<file path="config.mk">
export PLATFORM = sky130hd
export DESIGN_NAME = mf3_queue
export DESIGN_NICKNAME = d
export VERILOG_FILES = /design/src/hw/rtl/mf3_pkg.sv /design/src/hw/rtl/mf3_queue.sv
export SDC_FILE = /design/constraint.sdc
export NUM_CORES = 1
export LEC_CHECK = 0
export BUFFER_PORTS_ARGS = -buffer_cell sky130_fd_sc_hd__buf_4
export CAP_MARGIN = 20
export CORE_AREA = 2 2 141 143
export DETAILED_ROUTE_END_ITERATION = 7
export DIE_AREA = 0 0 143 145
export GPL_TIMING_DRIVEN = 0
export PLACE_DENSITY = 0.81
export SLEW_MARGIN = 20
export SYNTH_ARGS = -nofsm -noshare
export SYNTH_HDL_FRONTEND = slang
export SYNTH_SLANG_ARGS = --single-unit
</file>
<file path="constraint.sdc">
create_clock -name clk -period 6.3 [get_ports clk]
set_input_delay 1.26 -clock clk [delete_from_list [all_inputs] [get_ports clk]]
set_output_delay 1.26 -clock clk [all_outputs]
set_load 0.02 [all_outputs]
</file>
<file path="src/hw/rtl/mf3_pkg.sv">
`timescale 1ns / 1ps
`default_nettype none
// ----------------------------------------------------------------------------
// mf3_pkg
// Shared constants and types of the 3x3 minimum filter stream unit.
// ----------------------------------------------------------------------------
package mf3_pkg;

  localparam int unsigned PIX_W        = 8;
  localparam int unsigned CHAN_N       = 3;
  localparam int unsigned PX_W         = PIX_W * CHAN_N;
  localparam int unsigned CFG_W        = 12;
  localparam int unsigned ROW_W        = 12;
  localparam int unsigned HEIGHT_MAX   = 4095;
  localparam int unsigned MIN_DIM      = 3;
  localparam int unsigned DEF_MAX_LINE = 2048;
  localparam int unsigned QUEUE_DEPTH  = 4;
  localparam int unsigned QCW          = $clog2(QUEUE_DEPTH + 1);

  localparam logic [CFG_W-1:0] DEF_WIDTH  = CFG_W'(640);
  localparam logic [CFG_W-1:0] DEF_HEIGHT = CFG_W'(480);

  // Configuration register indexes
  localparam int unsigned CFG_IDX_W = 2;
  localparam logic [CFG_IDX_W-1:0] REG_FRAME_WIDTH  = 2'd0;
  localparam logic [CFG_IDX_W-1:0] REG_FRAME_HEIGHT = 2'd1;
  localparam logic [CFG_IDX_W-1:0] REG_COLOR_MODE   = 2'd2;

  // One classified pixel on its way from the front end to the window stage
  typedef struct packed {
    logic            produce;
    logic            interior;
    logic            last;
    logic [PX_W-1:0] above;
    logic [PX_W-1:0] mid;
    logic [PX_W-1:0] px;
  } mf3_item_t;

endpackage : mf3_pkg
`default_nettype wire

</file>
<file path="src/hw/rtl/mf3_queue.sv">
`timescale 1ns / 1ps
`default_nettype none
// ----------------------------------------------------------------------------
// mf3_queue
// Short queue of classified pixels between the front end and the window stage.
// ----------------------------------------------------------------------------
module mf3_queue (
  input  wire logic                    clk,
  input  wire logic                    rst_n,
  input  wire logic                    push,
  input  wire mf3_pkg::mf3_item_t      push_item,
  input  wire logic                    pop,
  output logic                         q_valid,
  output mf3_pkg::mf3_item_t           q_item,
  output logic [mf3_pkg::QCW-1:0]      q_count
);
  import mf3_pkg::*;

  localparam int unsigned PTR_W = $clog2(QUEUE_DEPTH);

  mf3_item_t         slot_r [0:QUEUE_DEPTH-1];
  logic [PTR_W-1:0]  wr_ptr_r, rd_ptr_r;
  logic [QCW-1:0]    count_r;
  logic              do_pop;

  assign q_valid = count_r != '0;
  assign do_pop  = pop && q_valid;
  assign q_item  = slot_r[rd_ptr_r];
  assign q_count = count_r;

  always_ff @(posedge clk) begin
    if (!rst_n) begin
      wr_ptr_r <= '0;
      rd_ptr_r <= '0;
      count_r  <= '0;
    end else begin
      if (push) begin
        wr_ptr_r <= (32'(wr_ptr_r) == QUEUE_DEPTH - 1) ? '0 : wr_ptr_r + PTR_W'(1);
      end
      if (do_pop) begin
        rd_ptr_r <= (32'(rd_ptr_r) == QUEUE_DEPTH - 1) ? '0 : rd_ptr_r + PTR_W'(1);
      end
      if (push && !do_pop) begin
        count_r <= count_r + QCW'(1);
      end else if (!push && do_pop) begin
        count_r <= count_r - QCW'(1);
      end
    end
  end

  always_ff @(posedge clk) begin
    if (push) begin
      slot_r[wr_ptr_r] <= push_item;
    end
  end

endmodule : mf3_queue
`default_nettype wire

</file>
==> impl_metrics.yaml <==
power:
  p_sw_share_pct: 25.3
  power_density_nw_per_um2: 401
  p_leak_nw: 4.77
  ir_drop_uv: 280
  pwr-share-seq_pct: 42.8
  p_int_w: 0.00419
  p_clk_share_pct: 34.0
  power_switching_w: 0.00142
  combPwrFrac_pct: 23.1
cells_and_area:
  fillCellCount: 1052
  regArea_um2: 9190
  areaGrowthSynthToFinish_pct: 24.1
  insertedDiodeCount: 0
  nets: 716
  multi_input_area_um2: 1960
  fin_cells: 919
  drive_gt1_share_pct: 46.2
  stdcell_area_um2: 14000
clocking:
  clk_pin_slew_ns: 0.06
  numCtsBuffers: 31
  root_buffer: "clkbuf_16"
  cts.sinks: 309
  cts_hold_buf: 0
  cts-resized-gates: 0
  clock_path_buffers: 3
  htreeDepth: 1
  cts_setup_buffers: 0
  clk_latency_ns: 0.53
  cts_tree: "yes"
sta:
  timing.slew.headroom_pct: 56.1
  hold_viol: 0
  rsz0062_at_grt: "no"
  setup_violations: 0
  fmax_mhz: 302
  layout_setup_ws_ns: 2.99
  period_needed_ns: 3.31
  skew_ns: 0.00762
  slew_viol_final: 0
  tightest_slew_ns: 0.658
  fin_tns_setup_ns: 0
  final.period_utilization_pct: 52.6
yosys:
  synth_cell_types: 22
  synth_ff_type: "edfxtp_1"
  synthesis.instances: 436
  syn_avg_cell_area_um2: 25.8
  yosys-top-cells-area: "edfxtp_1 80%, mux4_2 15%, dfxtp_1 1.6%"
  synth_nets: 522
  synth_seq_cells: 309
  synth.yosys.seq_area_share_pct: 81.5
  synth_edf_count: 300
  netlist_area_um2: 11300
  synth_top_area_share_pct: 79.9
  yosysTopAreaCell: "edfxtp_1"
  synthArstFlopShare_pct: 0
  yosys_warnings: 0
detailed_routing:
  viasPerCell: 5.57
  wirelength_um: 19900
  final_antenna_net_count: 0
  drc: 0
  num_vias: 5122
  wl_per_cell_um: 21.6
  initialDrtViolationCount: 335
  first_pass_iters: 5
grt:
  grt_pass1_vias: 5386
  grt_usage_pct: 19.4
  grt_max_degree: 47
  antenna_found_initial: 0
  grt_pass1_wl_um: 30700
  grt_remaining_overflow: 0
floorplanning:
  initial_utilization_pct: 58.7
  die_width_um: 143
  fp.dieArea_um2: 20700
  rows: 51
  core_area_um2: 19200
  io_pins: 158
  die_y_um: 145
setup_path:
  crit_fanout: 10
  end_kind: "primary output"
  setup.worst_path.class: "flip-flop to primary output"
  arrival_ns: 2.05
  r2r_cells: 7
  crit_required_ns: 5.04
  cp-start-kind: "flip-flop"
placement:
  port_buffers: 157
  place_area_um2: 12900
  dp_slack_ns: 3.23
  dpl.hpwl_um: 12200
  dp.cells: 862
  gp_congestion: 0.699
job:
  maxCapViolCount: 0
worst_hold_path:
  min_path_cells: 2
  hold_class: "flip-flop to flip-flop"
run_status:
  status: "completed"
## logic make-up (layout without fill, tap and decap cells)
| family | after synthesis | in the layout | share of synthesized area (%) |
|---|---|---|---|
| DFF | 309 | 309 | 81.5 |
| muxes | 78 | 78 | 15.3 |
| buffers and inverters | 19 | 237 | 1.17 |
| and+or+nand+nor | 16 | 16 | 0.777 |
| adders and majority gates | 7 | 7 | 0.844 |
| AOI/OAI and AO/OA | 5 | 5 | 0.266 |
| xor gates and xnor gates | 2 | 2 | 0.155 |
## power groups by stage
stage	logic [W]	registers (W)	clock network, W
after detailed placement	0.00132	0.00244	0
after CTS	0.00132	0.00240	0.00194
after global routing	0.00138	0.00241	0.00203
after global placement	0.00129	0.00245	0
after floorplan	0.000826	0.00244	0
final	0.00130	0.00240	0.00191
## area by class of cell
type                       count  area share (%)
clock buffer                  35            5.66
inverter                       3          0.0805
clock inverter                22            2.09
timing repair buffer         161            9.22
buffer                        16           0.859
multi-input combinational    108            14.0
sequential                   309            65.7
tap                          265            2.37
## synth_stat cells (2+ instances only)
cell,n
and2_1,5
or3_1,2
nor2_1,2
mux4_2,75
ha_1,6
o21ai_0,3
dfxtp_1,9
buf_4,2
nand2_1,2
nor2b_1,3
buf_2,6
nand3_1,2
clkbuf_1,2
buf_6,6
inv_1,3
edfxtp_1,300
mux2i_1,3
## worst max-delay path: stages (launching register included)
cell and delay [ns]:
dfxtp_1 0.38, buf_6 0.21, buf_6 0.21, mux4_2 0.54
buf_4 0.18
## per-stage QoR
step	util (%)	hold slack (ns)	power (W)
floorplan	-	0.478	0.00327
global route	72.8	0.592	0.00582
finish	72.8	0.551	0.00560
detailed placement	67.2	0.557	0.00376
CTS	72.8	0.546	0.00566
global placement	66.5	0.501	0.00373
## layout by cell type, fill, tap and decap left out, drive strengths merged, types with 2 or more instances in the layout
cell	count
clkinv	12
mux4	75
or3	2
buf	175
nand2	2
dfxtp	9
nor2	2
clkinvlp	2
edfxtp	300
bufinv	7
inv	4
and2	5
clkbuf	37
nor2b	3
nand3	2
o21ai	3
ha	6
mux2i	3
## path summary, 6_finish.rpt
check                            from                        to  slack, ns
max                         flip-flop                q_item[11]       2.99
max reg2reg   q_count[1]$_SDFFE_PN0P_   q_count[2]$_SDFFE_PN0P_       3.89
min          rd_ptr_r[1]$_SDFFE_PN0P_  rd_ptr_r[1]$_SDFFE_PN0P_       0.55
min reg2reg  rd_ptr_r[1]$_SDFFE_PN0P_  rd_ptr_r[1]$_SDFFE_PN0P_       0.55
## per-layer routing
layer	global-route usage, %	routed length (um)	vias up
li1	-	-	2255
met1	27.7	7900	2632
met2	31.4	10100	200
met3	4.09	1460	35
met4	4.46	389	0
met5	0	0	-
## sequential cells by signal, indices dropped and copies added (netlist names), named ones only
register / count
wr_ptr_r: 2
rd_ptr_r: 2
slot_r: 300
q_count: 3
No activity file was read; power rests on OpenSTA's default activity.
