==> config.mk <==
export PLATFORM = sky130hd
export DESIGN_NAME = mf3_back
export DESIGN_NICKNAME = d
export VERILOG_FILES = /design/src/hw/rtl/mf3_pkg.sv /design/src/hw/rtl/mf3_back.sv
export SDC_FILE = /design/constraint.sdc
export NUM_CORES = 1
export LEC_CHECK = 0
export ABC_AREA = 1
export BUFFER_PORTS_ARGS = -buffer_cell sky130_fd_sc_hd__buf_4
export CAP_MARGIN = 20
export CORE_UTILIZATION = 25
export CTS_BUF_LIST = sky130_fd_sc_hd__clkbuf_16
export CTS_CLUSTER_DIAMETER = 120
export DETAILED_ROUTE_END_ITERATION = 6
export GPL_TIMING_DRIVEN = 1
export SYNTH_ARGS = -nofsm -noshare
export SYNTH_HDL_FRONTEND = slang
export SYNTH_SLANG_ARGS = --single-unit
==> constraint.sdc <==
create_clock -name clk -period 28 [get_ports clk]
set_clock_uncertainty 0.2 [all_clocks]
set_input_delay 1.4 -clock clk [delete_from_list [all_inputs] [get_ports clk]]
set_output_delay 1.4 -clock clk [all_outputs]
set_load 0.02 [all_outputs]
==> src/hw/rtl/mf3_pkg.sv <==
`timescale 1ns / 1ps
`default_nettype none
// ----------------------------------------------------------------------------
// mf3_pkg
// Shared constants and types of the 3x3 minimum filter stream unit.
// ----------------------------------------------------------------------------
package mf3_pkg;

  localparam int unsigned PIX_W        = 8;
  localparam int unsigned CHAN_N       = 3;
  localparam int unsigned PX_W         = PIX_W * CHAN_N;
  localparam int unsigned CFG_W        = 12;
  localparam int unsigned ROW_W        = 12;
  localparam int unsigned HEIGHT_MAX   = 4095;
  localparam int unsigned MIN_DIM      = 3;
  localparam int unsigned DEF_MAX_LINE = 2048;
  localparam int unsigned QUEUE_DEPTH  = 4;
  localparam int unsigned QCW          = $clog2(QUEUE_DEPTH + 1);

  localparam logic [CFG_W-1:0] DEF_WIDTH  = CFG_W'(640);
  localparam logic [CFG_W-1:0] DEF_HEIGHT = CFG_W'(480);

  // Configuration register indexes
  localparam int unsigned CFG_IDX_W = 2;
  localparam logic [CFG_IDX_W-1:0] REG_FRAME_WIDTH  = 2'd0;
  localparam logic [CFG_IDX_W-1:0] REG_FRAME_HEIGHT = 2'd1;
  localparam logic [CFG_IDX_W-1:0] REG_COLOR_MODE   = 2'd2;

  // One classified pixel on its way from the front end to the window stage
  typedef struct packed {
    logic            produce;
    logic            interior;
    logic            last;
    logic [PX_W-1:0] above;
    logic [PX_W-1:0] mid;
    logic [PX_W-1:0] px;
  } mf3_item_t;

endpackage : mf3_pkg
`default_nettype wire

==> src/hw/rtl/mf3_back.sv <==
`timescale 1ns / 1ps
`default_nettype none
// ----------------------------------------------------------------------------
// mf3_back
// Back end: shifts the 3x3 window, takes the per-channel minimum (the centre
// pixel at the border) and holds the result in the output register.
// ----------------------------------------------------------------------------
module mf3_back (
  input  wire logic                        clk,
  input  wire logic                        rst_n,
  input  wire logic                        q_valid,
  input  wire mf3_pkg::mf3_item_t          q_item,
  output logic                             q_pop,
  input  wire logic                        color_mode,
  output logic                             out_valid,
  input  wire logic                        out_stall,
  output logic [mf3_pkg::PIX_W-1:0]        out_chan0,
  output logic [mf3_pkg::PIX_W-1:0]        out_chan1,
  output logic [mf3_pkg::PIX_W-1:0]        out_chan2,
  output logic                             out_frame_end
);
  import mf3_pkg::*;

  logic [PX_W-1:0]  win_r [0:2][0:2];
  logic             a_valid_r, a_interior_r, a_last_r;
  logic             a_adv;
  logic             out_valid_r, out_fe_r;
  logic [PX_W-1:0]  out_px_r;
  logic [PX_W-1:0]  res;

  function automatic logic [PIX_W-1:0] min2(input logic [PIX_W-1:0] a,
                                            input logic [PIX_W-1:0] b);
    return (a < b) ? a : b;
  endfunction

  assign a_adv = a_valid_r && (!out_valid_r || !out_stall);
  // Every queued pixel shifts the window, whether or not it yields a result.
  assign q_pop = q_valid && (!a_valid_r || a_adv);

  always_comb begin
    logic [PIX_W-1:0] m;
    res = '0;
    for (int k = 0; k < CHAN_N; k++) begin
      m = win_r[0][0][k*PIX_W +: PIX_W];
      for (int j = 1; j < 9; j++) begin
        m = min2(m, win_r[j / 3][j % 3][k*PIX_W +: PIX_W]);
      end
      if (a_interior_r) begin
        res[k*PIX_W +: PIX_W] = m;
      end else begin
        res[k*PIX_W +: PIX_W] = win_r[1][1][k*PIX_W +: PIX_W];
      end
      if (!color_mode && k != 0) begin
        res[k*PIX_W +: PIX_W] = '0;
      end
    end
  end

  always_ff @(posedge clk) begin
    if (!rst_n) begin
      a_valid_r   <= 1'b0;
      out_valid_r <= 1'b0;
    end else begin
      if (q_pop) begin
        a_valid_r <= q_item.produce;
      end else if (a_adv) begin
        a_valid_r <= 1'b0;
      end
      if (a_adv) begin
        out_valid_r <= 1'b1;
      end else if (!out_stall) begin
        out_valid_r <= 1'b0;
      end
    end
  end

  always_ff @(posedge clk) begin
    if (q_pop) begin
      for (int i = 0; i < 3; i++) begin
        win_r[i][0] <= win_r[i][1];
        win_r[i][1] <= win_r[i][2];
      end
      win_r[0][2]  <= q_item.above;
      win_r[1][2]  <= q_item.mid;
      win_r[2][2]  <= q_item.px;
      a_interior_r <= q_item.interior;
      a_last_r     <= q_item.last;
    end
    if (a_adv) begin
      out_px_r <= res;
      out_fe_r <= a_last_r;
    end
  end

  assign out_valid     = out_valid_r;
  assign out_chan0     = out_px_r[PIX_W-1:0];
  assign out_chan1     = out_px_r[2*PIX_W-1:PIX_W];
  assign out_chan2     = out_px_r[3*PIX_W-1:2*PIX_W];
  assign out_frame_end = out_fe_r;

endmodule : mf3_back
`default_nettype wire

==> flow_summary_export.csv <==
group,metric,value,unit
sta,slew_violations,0,
clocking,clk_pin_slew,0.06,ns
drt,drcViolationCount,0,
cells_and_area,synthToLayoutAreaGrowth,18.43,%
sta,post-route-period-util,42.28,%
cells_and_area,diodes,0,
drt,drtIter0Drc,608,
clocking,numCtsBuffers,30,
global_route,antenna_found_initial,0,
cells_and_area,final_layout_size_suffix_gt1_share,11.57,%
worst_setup_path,crit_slowest_cell,"a211oi_2",
pwr,power_density,115.5,mW/mm²
clocking,clk_latency,0.57,ns
global_route,overflow,0,
yosys,syn_area,0.01439,mm²
sta,tightest_slew,0.8977,ns
clocking,hold_buffers,0,
pwr,switching_share,45.11,%
worst_setup_path,rr_worst_depth,61,
yosys,ys_types,23,
worst_setup_path,path_max_fanout,15,
worst_hold_path,hp-class,"register to register",
floorplanning,die_x,242.0,µm
placed_design,postPlaceCellArea,0.01606,mm²
sta,finalCriticalPeriod,11.84,ns
yosys,syn_nets,1798,
sta,setup_tns,0,ns
sta,max_freq,0.08447,GHz
global_route,grt_max_degree,146,
pwr,p_comb_share,57.1,%
drt,final_antenna_net_count,0,
pwr,switchingPower,0.8878,mW
pwr,internal-power,1.081,mW
pwr,max-vdd-ir-drop,52.63,µV
flow_run,drv_cap,0,
global_route,grt_pass1_wl,53100,µm
worst_setup_path,required,28.19,ns
drt,wl,33430,µm
worst_setup_path,crit_path_end_kind,"register",
pwr,p_total,1.968,mW
drt,vias,10670,
global_route,grt_pass1_vias,10637,
yosys,yosysWarnings,0,
placed_design,port_buffers,106,
clocking,clock_path_buffers,3,
cells_and_area,stdcell_area,0.01705,mm²
clocking,cts_sinks,245,
sta,grt_setup_unrepaired,"false",
yosys,synth_cells,1550,
yosys,ys_seq_elements,245,
floorplanning,core,0.05660,mm²
floorplanning,pin_count,107,
worst_setup_path,start_kind,"register",
yosys,avgSynthCellArea,9.286,µm²
clocking,cts_tree,"done",
yosys,yosysSeqAreaShare,50.97,%
sta,maxSlewHeadroom,40.01,%
drt,avgViaCountPerCell,4.369,
global_route,grt.total_usage,11.12,%
clocking,cts_resized,0,
pwr,clock_power_share,19.9,%
cells_and_area,finalNetCount,1911,
clocking,cts_max_level,1,
pwr,seq_power_share,23.0,%
sta,final_hold_viol_count,0,
worst_setup_path,cpPeakStageDelay,0.54,ns
sta,fin_hold_ws,0.2175,ns
worst_hold_path,worstHoldPathCells,0,
floorplanning,core.rowCount,87,
pwr,p_leak,7.969,nW
placed_design,dp_hpwl,25250,µm
drt,drt-wirelength-per-cell,13.69,µm
placed_design,place_ws,16.38,ns
worst_setup_path,path_common_cell,"nand2_1",
run_status,status,"finished, final reports clean",
worst_setup_path,worstPathArrival,12.03,ns
clocking,post_cts_buffers,0,
clocking,clockRootBuffer,"clkbuf_16",
sta,setup_viol,0,
floorplanning,start_util,25.43,%
worst_setup_path,critPathKind,"register to register",
floorplanning,die_y,242.0,µm
drt,dr.pass1.iters,6,
sta,worst_slack,16.16,ns
placed_design,place_congestion,0.9172,
floorplanning,die_area,0.05854,mm²
[routing by layer]
layer,vias to the layer above,global-route usage [%],wire (µm)
met5,-,0,0
met4,0,4.021,934
met3,57,2.027,1492
met2,198,18.74,15630
met1,5018,14.17,15370
li1,5397,-,-
[per-stage QoR]
step / instances / utilization, %
finish: 2442 / 30.11
floorplan: 1550 / -
detailed placement: 2387 / 28.37
global placement: 2387 / 28.37
CTS: 2442 / 30.11
global route: 2442 / 30.11
[cells in the mapped netlist (all sizes together)]
| cell | instances | area share [%] |
|---|---|---|
| a211oi | 21 | 1.2 |
| a21oi | 88 | 3.1 |
| and2 | 2 | 0.087 |
| buf | 6 | 0.30 |
| clkbuf | 21 | 0.55 |
| dfxtp | 2 | 0.28 |
| edfxtp | 243 | 51 |
| ha | 168 | 15 |
| inv | 261 | 6.8 |
| nand2 | 448 | 12 |
| nand3 | 83 | 2.9 |
| nand3b | 8 | 0.42 |
| nor2 | 69 | 1.8 |
| o21a | 3 | 0.17 |
| o21ai | 127 | 4.8 |
[worst max-delay path, delay by kind of cell, from the launching register on]
family,cells,cell delay [ns]
AO/OA/AOI/OAI,22,4.58
adder cells (fa/ha/maj),8,2.50
AND/OR/NAND/NOR,25,2.32
buffers and inverters,6,1.64
flip-flops,1,0.41
[cells in the final DEF (no fill, tap or decap), drive strengths merged]
master  Yosys  final
nand3b      8      8
nor2       69     69
o21ai     127    127
nand3      83     83
ha        168    168
buf         6    108
edfxtp    243    243
a211oi     21     21
clkbuf     21     31
nand2     448    448
clkinv      0     13
bufinv      0      4
inv       261    268
o21a        3      3
and2        2      2
a21oi      88     88
dfxtp       2      2
[cell families (layout without fill, tap and decap cells)]
kind of cell | count (synthesis) | count (layout) | share of synthesized area (%)
and+or+nand+nor | 610 | 610 | 17.57
adders and majority gates | 168 | 168 | 14.60
buffers and inverters | 288 | 424 | 7.650
AOI/OAI and AO/OA | 239 | 239 | 9.205
DFF | 245 | 245 | 50.97
[final cells by class]
class                      instances  area [µm²]
clock buffer                      31       775.7
clock inverter                    24       214.0
timing repair buffer             108       823.3
tap                              756       945.9
fill                            5916       39560
sequential                       245        7337
multi-input combinational       1017        5963
inverter                         261       987.2
[power by group through the flow]
stage	clock (mW)	sequential, mW	combinational, mW
2_1_floorplan	0	0.465	0.870
3_3_place_gp	0	0.461	1.05
3_5_place_dp	0	0.461	1.11
4_1_cts	0.406	0.454	1.12
5_1_grt	0.416	0.456	1.29
6_report	0.391	0.454	1.12
[sequential cells by signal, indices dropped and copies added (netlist names)]
name and flops:
a_interior_r 1, win_r 216, a_last_r 1, out_valid 1, out_frame_end 1, out_px_r 24
a_valid_r 1
[path summary, 6_finish.rpt]
path,slack [ns],startpoint,endpoint
worst max-delay path,16.16,win_r[0][63],out_px_r[15]
worst min-delay path,0.22,a_last_r,out_frame_end
worst max register to register,16.16,win_r[0][63],out_px_r[15]
worst min register to register,0.22,a_last_r,out_frame_end
(Power assumes the default switching activity.)
